$ cat config.mk
export PLATFORM = sky130hd
export DESIGN_NAME = fat32_file_offset_translator
export DESIGN_NICKNAME = d
export VERILOG_FILES = /design/src/rtl/core/fot_pkg.sv /design/src/rtl/core/fot_mac.sv /design/src/rtl/core/fot_seq.sv /design/src/rtl/core/fat32_file_offset_translator.sv
export SDC_FILE = /design/constraint.sdc
export NUM_CORES = 2
export LEC_CHECK = 0
export ABC_AREA = 1
export BUFFER_PORTS_ARGS = -buffer_cell sky130_fd_sc_hd__buf_2
export CAP_MARGIN = 20
export CORE_MARGIN = 4
export CORE_UTILIZATION = 35
export CTS_CLUSTER_DIAMETER = 60
export DETAILED_ROUTE_END_ITERATION = 16
export PLACE_DENSITY = 0.5
export SLEW_MARGIN = 20
export SYNTH_ARGS = -nofsm -noshare
export SYNTH_HDL_FRONTEND = slang
export SYNTH_SLANG_ARGS = --single-unit
export TNS_END_PERCENT = 100
$ cat constraint.sdc
create_clock -name clock -period 27.1 [get_ports clock]
set_clock_uncertainty 0.2 [all_clocks]
set_input_delay 5.42 -clock clock [delete_from_list [all_inputs] [get_ports clock]]
set_output_delay 5.42 -clock clock [all_outputs]
set_load 0.01 [all_outputs]
$ cat src/rtl/core/fot_pkg.sv
// Shared types, codes and constants of the FAT32 file offset translator.
// No dependencies; every module of the translator imports this package.
package fot_pkg;

   // Request kinds on the input channel.
   localparam logic [1:0] KIND_START = 2'd0;
   localparam logic [1:0] KIND_REPLY = 2'd1;
   localparam logic [1:0] KIND_NEXT  = 2'd2;

   // Request codes on the result channel.
   localparam logic [1:0] REQ_NONE = 2'd0;
   localparam logic [1:0] REQ_FAT  = 2'd1;
   localparam logic [1:0] REQ_DATA = 2'd2;

   // Status codes on the result channel.
   localparam logic [1:0] ST_OK         = 2'd0;
   localparam logic [1:0] ST_END        = 2'd1;
   localparam logic [1:0] ST_FREE       = 2'd2;
   localparam logic [1:0] ST_UNEXPECTED = 2'd3;

   // Configuration register indexes.
   localparam logic [1:0] CSR_SECTOR_BYTES    = 2'd0;
   localparam logic [1:0] CSR_CLUSTER_SECTORS = 2'd1;
   localparam logic [1:0] CSR_FAT_START       = 2'd2;
   localparam logic [1:0] CSR_DATA_START      = 2'd3;

   localparam logic [31:0] CHAIN_END  = 32'hffff_fff8;
   localparam logic [19:0] OFFSET_MAX = 20'hf_ffff;

   typedef struct packed {
      logic [12:0] sector_bytes;
      logic [7:0]  cluster_sectors;
      logic [15:0] fat_start_sector;
      logic [31:0] data_start_sector;
   } cfg_type;

   typedef struct packed {
      logic [1:0]  kind;
      logic [31:0] value;
      logic [31:0] position;
   } item_type;

   typedef struct packed {
      logic        load;
      logic [1:0]  request;
      logic [47:0] address;
      logic [1:0]  status;
   } result_type;

   // Operands of the shared multiply-accumulate unit.
   typedef struct packed {
      logic [32:0] a;      // signed multiplicand
      logic [15:0] b;      // unsigned multiplier
      logic [47:0] c;      // addend
      logic        shift;  // shift the product up by 32 bits
   } mac_op_type;

   // Phases of the chain walk.
   typedef enum logic [5:0] {
      PH_IDLE  = 6'b000001,
      PH_SEEK  = 6'b000010,
      PH_READY = 6'b000100,
      PH_STEP  = 6'b001000,
      PH_END   = 6'b010000,
      PH_ERROR = 6'b100000
   } phase_type;

   // Steps of the sequencer that drives the shared unit.
   typedef enum logic [9:0] {
      SQ_IDLE  = 10'b00_0000_0001,
      SQ_CSIZE = 10'b00_0000_0010,
      SQ_EVAL  = 10'b00_0000_0100,
      SQ_WALK  = 10'b00_0000_1000,
      SQ_FAT   = 10'b00_0001_0000,
      SQ_BASE1 = 10'b00_0010_0000,
      SQ_BASE2 = 10'b00_0100_0000,
      SQ_BASE3 = 10'b00_1000_0000,
      SQ_EMIT  = 10'b01_0000_0000,
      SQ_SPARE = 10'b10_0000_0000
   } seq_state_type;

endpackage

$ cat src/rtl/core/fot_mac.sv
// Shared multiply-accumulate unit of the translator: r = (a * b << 0|32) + c, modulo 2^48.
// Depends on fot_pkg for the operand struct.
module fot_mac
   import fot_pkg::*;
(
   input  mac_op_type  op,
   output logic [47:0] result
);

   logic signed [32:0] a_s;
   logic signed [16:0] b_s;
   logic signed [49:0] product;
   logic [47:0]        shifted;

   assign a_s     = $signed(op.a);
   assign b_s     = $signed({1'b0, op.b});
   assign product = a_s * b_s;
   assign shifted = op.shift ? {product[15:0], 32'd0} : product[47:0];
   assign result  = shifted + op.c;

endmodule

$ cat src/rtl/core/fot_seq.sv
// Sequencer of the translator: chain-walk phase, cursor state, cached cluster size and
// cluster base address, all multiplications through one fot_mac. Depends on fot_pkg and fot_mac.
module fot_seq
   import fot_pkg::*;
(
   input  logic       clock,
   input  logic       reset,
   input  logic       in_accept,
   input  item_type   item,
   output logic       in_ready,
   input  cfg_type    cfg,
   input  logic       cfg_write,
   input  logic       out_free,
   output result_type res
);

   seq_state_type state_ff, state_in;
   phase_type     phase_ff, phase_in;
   logic [27:0]   cluster_ff, cluster_in;
   logic [19:0]   offset_ff, offset_in;
   logic [31:0]   seek_ff, seek_in;
   logic [19:0]   csize_ff, csize_in;
   logic          csize_ok_ff, csize_ok_in;
   logic [47:0]   base_ff, base_in;
   logic          base_ok_ff, base_ok_in;
   logic [47:0]   sec_ff, sec_in;
   item_type      item_ff, item_in;

   mac_op_type    op;
   logic [47:0]   mac_r;
   logic [28:0]   rel;

   fot_mac u_mac (
      .op     (op),
      .result (mac_r)
   );

   // Cluster number less two, as a signed value so that clusters 0 and 1 wrap.
   assign rel      = {1'b0, cluster_ff} - 29'd2;
   assign in_ready = (state_ff == SQ_IDLE);

   always_comb begin
      op = '{a: {13'd0, offset_ff}, b: 16'd1, c: base_ff, shift: 1'b0};
      case (state_ff)
         SQ_CSIZE: begin
            op = '{a: {20'd0, cfg.sector_bytes}, b: {8'd0, cfg.cluster_sectors},
                   c: 48'd0, shift: 1'b0};
         end
         SQ_FAT: begin
            op = '{a: {17'd0, cfg.fat_start_sector}, b: {3'd0, cfg.sector_bytes},
                   c: {18'd0, cluster_ff, 2'b00}, shift: 1'b0};
         end
         SQ_BASE1: begin
            op = '{a: {{4{rel[28]}}, rel}, b: {8'd0, cfg.cluster_sectors},
                   c: {16'd0, cfg.data_start_sector}, shift: 1'b0};
         end
         SQ_BASE2: begin
            op = '{a: {1'b0, sec_ff[31:0]}, b: {3'd0, cfg.sector_bytes},
                   c: 48'd0, shift: 1'b0};
         end
         SQ_BASE3: begin
            op = '{a: {17'd0, sec_ff[47:32]}, b: {3'd0, cfg.sector_bytes},
                   c: base_ff, shift: 1'b1};
         end
         default: begin
            op = '{a: {13'd0, offset_ff}, b: 16'd1, c: base_ff, shift: 1'b0};
         end
      endcase
   end

   always_comb begin
      state_in    = state_ff;
      phase_in    = phase_ff;
      cluster_in  = cluster_ff;
      offset_in   = offset_ff;
      seek_in     = seek_ff;
      csize_in    = csize_ff;
      csize_ok_in = csize_ok_ff;
      base_in     = base_ff;
      base_ok_in  = base_ok_ff;
      sec_in      = sec_ff;
      item_in     = item_ff;
      res         = '{load: 1'b0, request: REQ_NONE, address: 48'd0, status: ST_OK};

      case (state_ff)
         SQ_IDLE: begin
            if (in_accept) begin
               item_in  = item;
               state_in = csize_ok_ff ? SQ_EVAL : SQ_CSIZE;
            end
         end
         SQ_CSIZE: begin
            csize_in    = (mac_r[47:20] != 28'd0) ? OFFSET_MAX : mac_r[19:0];
            csize_ok_in = 1'b1;
            state_in    = SQ_EVAL;
         end
         SQ_EVAL: begin
            case (item_ff.kind)
               KIND_START: begin
                  cluster_in = item_ff.value[27:0];
                  seek_in    = item_ff.position;
                  offset_in  = 20'd0;
                  base_ok_in = 1'b0;
                  state_in   = SQ_WALK;
               end
               KIND_REPLY: begin
                  if (phase_ff == PH_SEEK || phase_ff == PH_STEP) begin
                     if (item_ff.value == 32'd0) begin
                        if (out_free) begin
                           res.load   = 1'b1;
                           res.status = ST_FREE;
                           phase_in   = PH_ERROR;
                           state_in   = SQ_IDLE;
                        end
                     end else if (item_ff.value >= CHAIN_END) begin
                        if (out_free) begin
                           res.load   = 1'b1;
                           res.status = ST_END;
                           phase_in   = PH_END;
                           state_in   = SQ_IDLE;
                        end
                     end else begin
                        cluster_in = item_ff.value[27:0];
                        base_ok_in = 1'b0;
                        if (phase_ff == PH_SEEK) begin
                           seek_in  = seek_ff - {12'd0, csize_ff};
                           state_in = SQ_WALK;
                        end else begin
                           offset_in = 20'd0;
                           phase_in  = PH_READY;
                           state_in  = SQ_BASE1;
                        end
                     end
                  end else if (out_free) begin
                     res.load   = 1'b1;
                     res.status = ST_UNEXPECTED;
                     state_in   = SQ_IDLE;
                  end
               end
               KIND_NEXT: begin
                  if (phase_ff == PH_READY) begin
                     if (offset_ff >= csize_ff) begin
                        phase_in = PH_STEP;
                        state_in = SQ_FAT;
                     end else if (!base_ok_ff) begin
                        state_in = SQ_BASE1;
                     end else if (out_free) begin
                        // Same cluster: the byte address is the cached base plus offset.
                        res.load    = 1'b1;
                        res.request = REQ_DATA;
                        res.address = mac_r;
                        offset_in   = offset_ff + 20'd1;
                        state_in    = SQ_IDLE;
                     end
                  end else if (out_free) begin
                     res.load = 1'b1;
                     if (phase_ff == PH_END) begin
                        res.status = ST_END;
                     end else if (phase_ff == PH_ERROR) begin
                        res.status = ST_FREE;
                     end else begin
                        res.status = ST_UNEXPECTED;
                     end
                     state_in = SQ_IDLE;
                  end
               end
               default: begin
                  if (out_free) begin
                     res.load   = 1'b1;
                     res.status = ST_UNEXPECTED;
                     state_in   = SQ_IDLE;
                  end
               end
            endcase
         end
         SQ_WALK: begin
            if (seek_ff >= {12'd0, csize_ff}) begin
               phase_in = PH_SEEK;
               state_in = SQ_FAT;
            end else if (out_free) begin
               // Less than one cluster left: the remainder is the offset in this cluster.
               res.load  = 1'b1;
               offset_in = seek_ff[19:0];
               phase_in  = PH_READY;
               state_in  = SQ_IDLE;
            end
         end
         SQ_FAT: begin
            if (out_free) begin
               res.load    = 1'b1;
               res.request = REQ_FAT;
               res.address = mac_r;
               state_in    = SQ_IDLE;
            end
         end
         SQ_BASE1: begin
            sec_in   = mac_r;
            state_in = SQ_BASE2;
         end
         SQ_BASE2: begin
            base_in  = mac_r;
            state_in = SQ_BASE3;
         end
         SQ_BASE3: begin
            base_in    = mac_r;
            base_ok_in = 1'b1;
            state_in   = SQ_EMIT;
         end
         SQ_EMIT: begin
            if (out_free) begin
               res.load    = 1'b1;
               res.request = REQ_DATA;
               res.address = mac_r;
               offset_in   = offset_ff + 20'd1;
               state_in    = SQ_IDLE;
            end
         end
         default: begin
            state_in = SQ_IDLE;
         end
      endcase

      // Any register write makes the cached cluster size and base address stale.
      if (cfg_write) begin
         csize_ok_in = 1'b0;
         base_ok_in  = 1'b0;
      end
   end

   always_ff @(posedge clock) begin
      if (reset) begin
         state_ff    <= SQ_IDLE;
         phase_ff    <= PH_IDLE;
         cluster_ff  <= 28'd0;
         offset_ff   <= 20'd0;
         seek_ff     <= 32'd0;
         csize_ok_ff <= 1'b0;
         base_ok_ff  <= 1'b0;
      end else begin
         state_ff    <= state_in;
         phase_ff    <= phase_in;
         cluster_ff  <= cluster_in;
         offset_ff   <= offset_in;
         seek_ff     <= seek_in;
         csize_ok_ff <= csize_ok_in;
         base_ok_ff  <= base_ok_in;
      end
   end

   always_ff @(posedge clock) begin
      csize_ff <= csize_in;
      base_ff  <= base_in;
      sec_ff   <= sec_in;
      item_ff  <= item_in;
   end

endmodule

$ cat src/rtl/core/fat32_file_offset_translator.sv
// Top level of the FAT32 file offset translator: stream ports, configuration registers
// and the result register. Depends on fot_pkg and fot_seq.
//
// Use: send a start request (tuser kind 0) with the first cluster and the file byte
// cursor. While a whole cluster of the cursor remains, each result asks for a FAT entry
// (request 1); answer it with a reply request (kind 1) carrying the raw entry. Once the
// walk is done, each next-byte request (kind 2) returns the storage address of that
// byte (request 2), or first a FAT request when the cluster is used up. End of chain
// and a free entry are reported in status; no byte address follows until a new start.
// Every request gives exactly one result.
// Timing: the block takes one request at a time and drops req_tready while it works.
// A next byte inside the current cluster is answered from the cached base address.
// The first byte of a new cluster first builds the cluster base address in three passes
// of the shared multiply-accumulate unit. After a register write the cluster size is
// recomputed once, on the next request.
// Results sit in an output register; while rsp_tready is low the block still accepts
// the next request and finishes it, then waits until the register frees up.
// Reset (synchronous) restores the register defaults and the idle phase; the block is
// ready in the first cycle after reset.
module fat32_file_offset_translator
   import fot_pkg::*;
(
   input  logic        clock,
   input  logic        reset,
   input  logic        req_tvalid,
   output logic        req_tready,
   input  logic [63:0] req_tdata,   // value [31:0], position [63:32]
   input  logic [1:0]  req_tuser,   // kind [1:0]
   output logic        rsp_tvalid,
   input  logic        rsp_tready,
   output logic [47:0] rsp_tdata,   // address [47:0]
   output logic [3:0]  rsp_tuser,   // request [1:0], status [3:2]
   input  logic        csr_we,
   input  logic [1:0]  csr_index,
   input  logic [31:0] csr_wdata
);

   cfg_type     cfg_ff, cfg_in;
   logic        rsp_tvalid_ff, rsp_tvalid_in;
   logic [47:0] rsp_tdata_ff, rsp_tdata_in;
   logic [3:0]  rsp_tuser_ff, rsp_tuser_in;
   logic        out_free;
   logic        in_accept;
   item_type    item;
   result_type  res;

   assign in_accept = req_tvalid && req_tready;
   assign out_free  = !rsp_tvalid_ff || rsp_tready;
   assign item      = '{kind: req_tuser, value: req_tdata[31:0], position: req_tdata[63:32]};

   fot_seq u_seq (
      .clock     (clock),
      .reset     (reset),
      .in_accept (in_accept),
      .item      (item),
      .in_ready  (req_tready),
      .cfg       (cfg_ff),
      .cfg_write (csr_we),
      .out_free  (out_free),
      .res       (res)
   );

   always_comb begin
      cfg_in = cfg_ff;
      if (csr_we) begin
         case (csr_index)
            CSR_SECTOR_BYTES:    cfg_in.sector_bytes      = csr_wdata[12:0];
            CSR_CLUSTER_SECTORS: cfg_in.cluster_sectors   = csr_wdata[7:0];
            CSR_FAT_START:       cfg_in.fat_start_sector  = csr_wdata[15:0];
            CSR_DATA_START:      cfg_in.data_start_sector = csr_wdata;
            default:             cfg_in = cfg_ff;
         endcase
      end
   end

   always_comb begin
      rsp_tvalid_in = rsp_tvalid_ff;
      rsp_tdata_in  = rsp_tdata_ff;
      rsp_tuser_in  = rsp_tuser_ff;
      if (res.load) begin
         rsp_tvalid_in = 1'b1;
         rsp_tdata_in  = res.address;
         rsp_tuser_in  = {res.status, res.request};
      end else if (rsp_tready) begin
         rsp_tvalid_in = 1'b0;
      end
   end

   always_ff @(posedge clock) begin
      if (reset) begin
         cfg_ff        <= '{sector_bytes: 13'd512, cluster_sectors: 8'd8,
                            fat_start_sector: 16'd32, data_start_sector: 32'd0};
         rsp_tvalid_ff <= 1'b0;
      end else begin
         cfg_ff        <= cfg_in;
         rsp_tvalid_ff <= rsp_tvalid_in;
      end
   end

   always_ff @(posedge clock) begin
      rsp_tdata_ff <= rsp_tdata_in;
      rsp_tuser_ff <= rsp_tuser_in;
   end

   assign rsp_tvalid = rsp_tvalid_ff;
   assign rsp_tdata  = rsp_tdata_ff;
   assign rsp_tuser  = rsp_tuser_ff;

`ifndef NO_ASSERTIONS
   // A finished result never lands in the same cycle as a new request is taken.
   a_load_not_idle: assert property (@(posedge clock) disable iff (reset)
      res.load |-> !req_tready)
      else $error("result produced while the sequencer is idle");

   // A waiting result is never overwritten.
   a_no_overwrite: assert property (@(posedge clock) disable iff (reset)
      (rsp_tvalid && !rsp_tready) |-> !res.load)
      else $error("pending result overwritten");

   // Only one request is in the block at a time.
   a_one_at_a_time: assert property (@(posedge clock) disable iff (reset)
      in_accept |=> !req_tready)
      else $error("request accepted while another is in progress");

   // A result without a storage access carries a zero address.
   a_none_zero_addr: assert property (@(posedge clock) disable iff (reset)
      (res.load && res.request == REQ_NONE) |-> (res.address == 48'd0))
      else $error("non-zero address on a result without a request");
`endif

endmodule
== After elaboration in Yosys (flattened, before gate mapping) ==
Cells that the tools add are included.

* Bits in registers: 402
* Bits of input ports: 105
* Output and inout port bits: 54
* Logic and storage cells: 177

* Add/subtract/negate cells: 4
* Multipliers: 1
* Order comparisons: 3
* Equal/unequal tests: 41
* Multiplexer cells: 81
* Reductions and logical operators: 26

{| class="wikitable"
|+ Operators by type and width
! kind !! count
|-
| case mux 98 bit (5 select lines) || 1
|-
| two-way mux 51 bit || 4
|-
| two-way mux 20 bit || 10
|-
| case mux 50 bit (3 select lines) || 1
|-
| two-way mux 32 bit || 4
|-
| case mux 20 bit (3 select lines) || 2
|-
| two-way mux 50 bit || 2
|-
| two-way mux 10 bit || 9
|-
| two-way mux 28 bit || 3
|-
| case mux 10 bit (8 select lines) || 1
|-
| two-way mux 6 bit || 11
|-
| case mux 32 bit (2 select lines) || 1
|-
| case mux 28 bit (2 select lines) || 1
|-
| adder 48 bit || 1
|-
| multiplier 33 x 17 -> 48 bit || 1
|-
| two-way mux 48 bit || 1
|-
| greater-or-equal comparator 32 x 20 -> 1 bit || 1
|-
| greater-or-equal comparator 32 bit, second input constant || 1
|-
| zero test 32 bit || 1
|-
| subtractor 32 x 20 -> 32 bit || 1
|-
| case mux 10 bit (3 select lines) || 1
|-
| subtractor 28 x 2 -> 29 bit, second input constant || 1
|-
| nonzero test 28 bit || 1
|-
| case mux 6 bit (2 select lines) || 2
|-
| other kinds (43) || 94
|}

== Logic depth before layout (Yosys ltp) ==
* Word-level depth: 12
* Gate-level depth with buffers: 56
* Mapped depth without buffers: 54

== By module ==
A second synthesis with hierarchy kept.

* Cells, all modules: 5,975
* Area total of the unflattened synthesis: 44,067.3 um^2

{| class="wikitable"
|+ Modules (own cells, without submodules)
! module !! times used !! cells each !! area each (um^2) !! sequential area each (um^2)
|-
| fot_mac || 1 || 3,373 || 23,352.4 || 0.0
|-
| fot_seq || 1 || 2,105 || 16,245.6 || 7,427.1
|-
| fat32_file_offset_translator || 1 || 497 || 4,469.3 || 2,962.8
|}

== Least setup slack after synthesis ==
OpenSTA, ideal clock, no wires.

* Kind: flip-flop to flip-flop
* From: register u_seq.state_ff[0]
* To: register u_seq.csize_ff[10], data pin
* Data arrival time: 9.403 ns
* Data required time: 26.627 ns
* Setup slack: 17.224 ns
* Stages on the path, launching flop included: 47
* Buffers on the path: 2
* Clock period less this slack: 9.876 ns
* Path through: dfxtp_1 -> nor2_2 -> nand2_4 -> nor3_2 -> nand2_4 -> nand2_1 -> nor2_2 -> inv_2 -> nor2_8 -> a2111oi_0 -> o21ai_1 -> buf_2 -> nand2_1 -> inv_1 -> fa_1 -> inv_1 -> fa_1 -> fa_1 -> [... 11 more ...] -> a21oi_1 -> or3b_2 -> nand2_1 -> nand2_1 -> a21oi_1 -> a21oi_1 -> ha_1 -> a21oi_1 -> o21ai_0 -> inv_1 -> nand2_1 -> a21oi_1 -> nand3_1 -> a21boi_0 -> xor2_1 -> nor2_1 -> clkbuf_1 -> nand4_1

* Longest elaborated chain between the ends: 6
* Elaborated cells between the ends (all ways): 10
* Those cells by class: add/sub: 1; mul: 1; eq/ne: 5; mux: 2; reduce/logical: 1

{| class="wikitable"
|+ Ends and longest elaborated chain
! element !! RTL line !! text
|-
| from (decl) || fot_seq.sv:17 || <nowiki>seq_state_type state_ff, state_in;</nowiki>
|-
| from (signal assigned) || fot_seq.sv:240 || <nowiki>state_ff <= state_in;</nowiki>
|-
| equality test 10 x 8 -> 1 bit, or another cell as far along || fot_seq.sv:44 || <nowiki>case (state_ff)</nowiki>
|-
| case mux 98 bit (5 select lines) * || fot_seq.sv:44 ||
|-
| multiplier 33 x 17 -> 48 bit || fot_mac.sv:17 || <nowiki>assign product = a_s * b_s;</nowiki>
|-
| two-way mux 48 bit || fot_mac.sv:18 || <nowiki>assign shifted = op.shift ? {product[15:0], 32'd0} : product[47:0];</nowiki>
|-
| adder 48 bit * || fot_mac.sv:19 || <nowiki>assign result = shifted + op.c;</nowiki>
|-
| named net u_seq.mac_r[42] || fot_seq.sv:30 || <nowiki>logic [47:0] mac_r;</nowiki>
|-
| nonzero test 28 bit * || fot_seq.sv:93 || <nowiki>csize_in = (mac_r[47:20] != 28'd0) ? OFFSET_MAX : mac_r[19:0];</nowiki>
|-
| to (signal assigned) || fot_seq.sv:251 || <nowiki>csize_ff <= csize_in;</nowiki>
|-
| to (decl) || fot_seq.sv:22 || <nowiki>logic [19:0] csize_ff, csize_in;</nowiki>
|}

The timed path passes the listed nets; every way through them passes the cells marked *.
A chain may end at the register's enable or synchronous reset.

== Worst setup path after layout ==
* From: register u_seq.state_ff[9]
* To: register u_seq.csize_ff[2], data pin

* Longest elaborated chain between the ends: 6
* Elaborated cells between the ends (all ways): 10
* Those cells by class: add/sub: 1; mul: 1; eq/ne: 5; mux: 2; reduce/logical: 1

{| class="wikitable"
|+ Ends and longest elaborated chain
! element !! RTL line
|-
| equality test 10 x 8 -> 1 bit, or another cell as far along || fot_seq.sv:44
|-
| case mux 98 bit (5 select lines) * || fot_seq.sv:44
|-
| multiplier 33 x 17 -> 48 bit || fot_mac.sv:17
|-
| two-way mux 48 bit || fot_mac.sv:18
|-
| adder 48 bit * || fot_mac.sv:19
|-
| nonzero test 28 bit || fot_seq.sv:93
|}

Every way passes the cells marked *; elsewhere a longest branch is shown, timed or not.

==> results.md <==
* CTS max path bufs at 3
* Net count, final at 6106
* Post-synth EDFFs at 234
* WS Path Type: register to register
* DR WL/cell at 21.53 microns
* Total power divided by cell area at 36.01 nW/um^2
* Design area at 44020 sq um
* Fillcell total at 12030
* Area grow syn2layout at 10.69%
* Initial Util at 35.30%
* Initial drt markers at 3315
* Gate Count Post-Synth at 5248
* Vias at 34810
* Placed Area at 42220 sq um
* Die width at 345.1 microns
* Vias in the first global route at 35050
* Flop-to-flop setup slack at 14140 ps
* GPL Wtd Cong at 0.9773
* Hold slack at 249.7 ps
* Post-synth top flop: edfxtp_1
* Most frequent cell on the critical path: nand2_1
* Worst EP required at 27260 ps
* Relative max-transition margin at 20.41%
* Sw Ratio at 28.15%
* Area occupied by multi-input gates at 24480 sq um
* Die Area at 119100 sq um
* Hold depth at 2
* R2R cell count at 45
* R2r endpoint: u_seq.csize_ff[2]
* Outcome: complete, no violations
* Synth Warn # at 0
* Initial antenna violation count at 9
* Layout cells sized above 1 at 7.355%
* Fin Setup TNS at 0 ps
* Post-Syn Area at 39770 sq um
* Final slew viol count at 0
* Sequential power share at 42.0%
* Final worst path period share at 47.81%
* R2R Path Start: u_seq.state_ff[9]
* Mean Syn Cell Area at 7.578 sq um
* First-pass GRT wire length at 222.6 mm
* Total chip power at 1.585 mW
* Global route overflow at 0
* Cell Rows at 123
* Post-CTS Hold Fix Bufs at 0
* VDD IR-drop max at 45.16 uV
* Yosys reg bits at 402
* Setup violators final at 0
* Antenna Nets Post-Route at 0
* Port Buffers at 158
* Critical Path End Type: register
* Sink Count at 402
* Clk root buf: clkbuf_16
* Worst stage delay on the critical path at 720 ps
* Core area at 112700 sq um
* Pin count of the biggest net entering global routing at 102
* DP Worst Slack at 14390 ps
* Launching element type of the critical path: register
* CTS tree: built
* Asr flop ratio synth at 0%
* Sw Pwr at 446.3 uW
* Die H at 345.1 microns
* Max Freq at 0.07718 GHz
* Cell internal pwr at 1.139 mW
* DR pass1 iterations at 8
* CTS clk-pin slew, worst paths at 70 ps
* # Post-CTS Setup Buffers at 0
* Worst Hold Class: register to register
* Tmin final at 12960 ps
* Least-Margin Pin Slew at 1194 ps
* Min-delay src: cfg_ff[0]
* Endpoint, Worst Hold: cfg_ff[0]
* Crit path DAT at 13110 ps
* Logic pwr share at 13.2%
* H-tree Lvls at 2
* Hold Fails Final Rpt at 0
* Overall Global Routing Usage at 24.62%
* Post-CTS sizing at 0
* Final worst slack at 14140 ps
* DP HPWL at 121.4 mm
* Routed WL at 148.8 mm
* Count of unique library cells instantiated by Yosys at 65
* Sequential share of the synthesized area at 26.13%
* Register area at 10390 sq um
* Leak at 21.24 nW
* RSZ-0062 raised after global routing: false
* Max FO, Critical Path at 23
* Worst skew pair latency at 650 ps
* Crit path max-delay cell type: inv_2
* DRC at 0
* Vias per Instance at 5.035
* I/O pin count at 159
* Max-cap violations at 0
* Clk pwr share at 44.8%
* CTS Buf Count at 51
flip-flops by register name (all words and copies together) (netlist names), 4 cells and up:
register,flops
cfg_ff,69
rsp_tdata,48
rsp_tuser,4
u_seq.base_ff,48
u_seq.cluster_ff,28
u_seq.csize_ff,20
u_seq.item_ff,66
u_seq.offset_ff,20
u_seq.phase_ff,6
u_seq.sec_ff,48
u_seq.seek_ff,32
u_seq.state_ff,10
power groups by stage:
stage	combinational (mW)	clock (mW)	sequential, mW
after floorplan	0.134	0	0.676
after global placement	0.207	0	0.678
after detailed placement	0.208	0	0.678
after CTS	0.209	0.726	0.665
after global routing	0.233	0.751	0.666
final	0.209	0.711	0.665
cells by family after synthesis:
group,Yosys count,share of synthesized area (%)
muxes,1,0.02517
adders and majority gates,633,27.37
AOI/OAI and AO/OA,716,10.37
DFF,402,26.13
and+or+nand+nor,2106,21.83
buffers and inverters,1309,12.52
other,2,0.01889
xor gates and xnor gates,79,1.740
cell type report:
type	instances	area share, %
multi-input cells	3545	55.62
well taps	1500	4.264
flip-flops and latches	402	23.61
clock buffers	61	3.098
clock inverters	35	0.9153
diodes	2	0.01137
inverters	1172	9.997
repair buffers	196	2.490
synthesized netlist by cell type (all sizes together), types with 18 or more instances:
cell type,number,area (sq um)
a21oi,284,1429
buf,43,226.5
clkbuf,94,352.8
dfxtp,168,3363
edfxtp,234,7027
fa,395,7908
ha,238,2978
inv,1165,4373
nand2,1122,4242
nand3,170,855.8
nand4,78,506.7
nor2,634,2465
nor3,49,260.3
nor4,29,187.7
o211ai,18,135.1
o21ai,264,1378
o21bai,24,191.4
o221ai,21,183.9
o22ai,18,131.4
xnor2,18,157.7
xor2,61,534.3
metal layers:
metal  track usage, %  up-vias  wire (microns)
met5                0        -             154
met4            8.048       10            5375
met3            5.190      219           10500
met2            38.19     1076           65360
met1            34.29    16880           67460
li1                 -    16620               -
worst max path at each step:
| stage | from | endpoint | slack, ps |
|---|---|---|---|
| 6_report | u_seq.state_ff[9] | u_seq.csize_ff[2] | 14140 |
| 5_1_grt | u_seq.state_ff[4] | u_seq.csize_ff[2] | 13720 |
| 4_1_cts | u_seq.state_ff[7] | u_seq.csize_ff[2] | 14330 |
| 3_5_place_dp | u_seq.state_ff[7] | u_seq.csize_ff[2] | 14390 |
| 3_3_place_gp | u_seq.state_ff[9] | u_seq.csize_ff[1] | 14350 |
| 2_1_floorplan | u_seq.state_ff[0] | u_seq.csize_ff[10] | 17220 |
metrics by stage:
stage          cells  util [%]
4_1_cts         6910     39.04
2_1_floorplan   5256         -
5_1_grt         6912     39.07
6_report        6913     39.07
3_5_place_dp    6814     37.48
3_3_place_gp    6814     37.47
worst max-delay path, delay by kind of cell (launching register included):
kind / cells / cell delay, ps
fa+ha+maj: 8 / 3870
buf+inv: 8 / 1770
simple gates: 20 / 4120
flops: 1 / 340
compound gates: 9 / 2320
layout by cell type, fill, tap and decap left out, types with 16 or more instances in the layout:
cell          n
clkinv_1     17
buf_4        37
fa_1        395
xor2_1       61
buf_2       158
a21o_1       16
nand3_1     168
inv_1      1120
ha_1        237
dfxtp_1     168
nand4_1      75
a31oi_1      16
edfxtp_1    234
o221ai_1     21
o21ai_0     236
o211ai_1     18
nand2_1    1113
a21oi_1     282
nor3_1       45
o21bai_1     23
nor2_1      615
clkbuf_16    51
xnor2_1      18
inv_2        42
nor4_1       28
o21ai_2      18
Power figures use the tool's default switching activity.
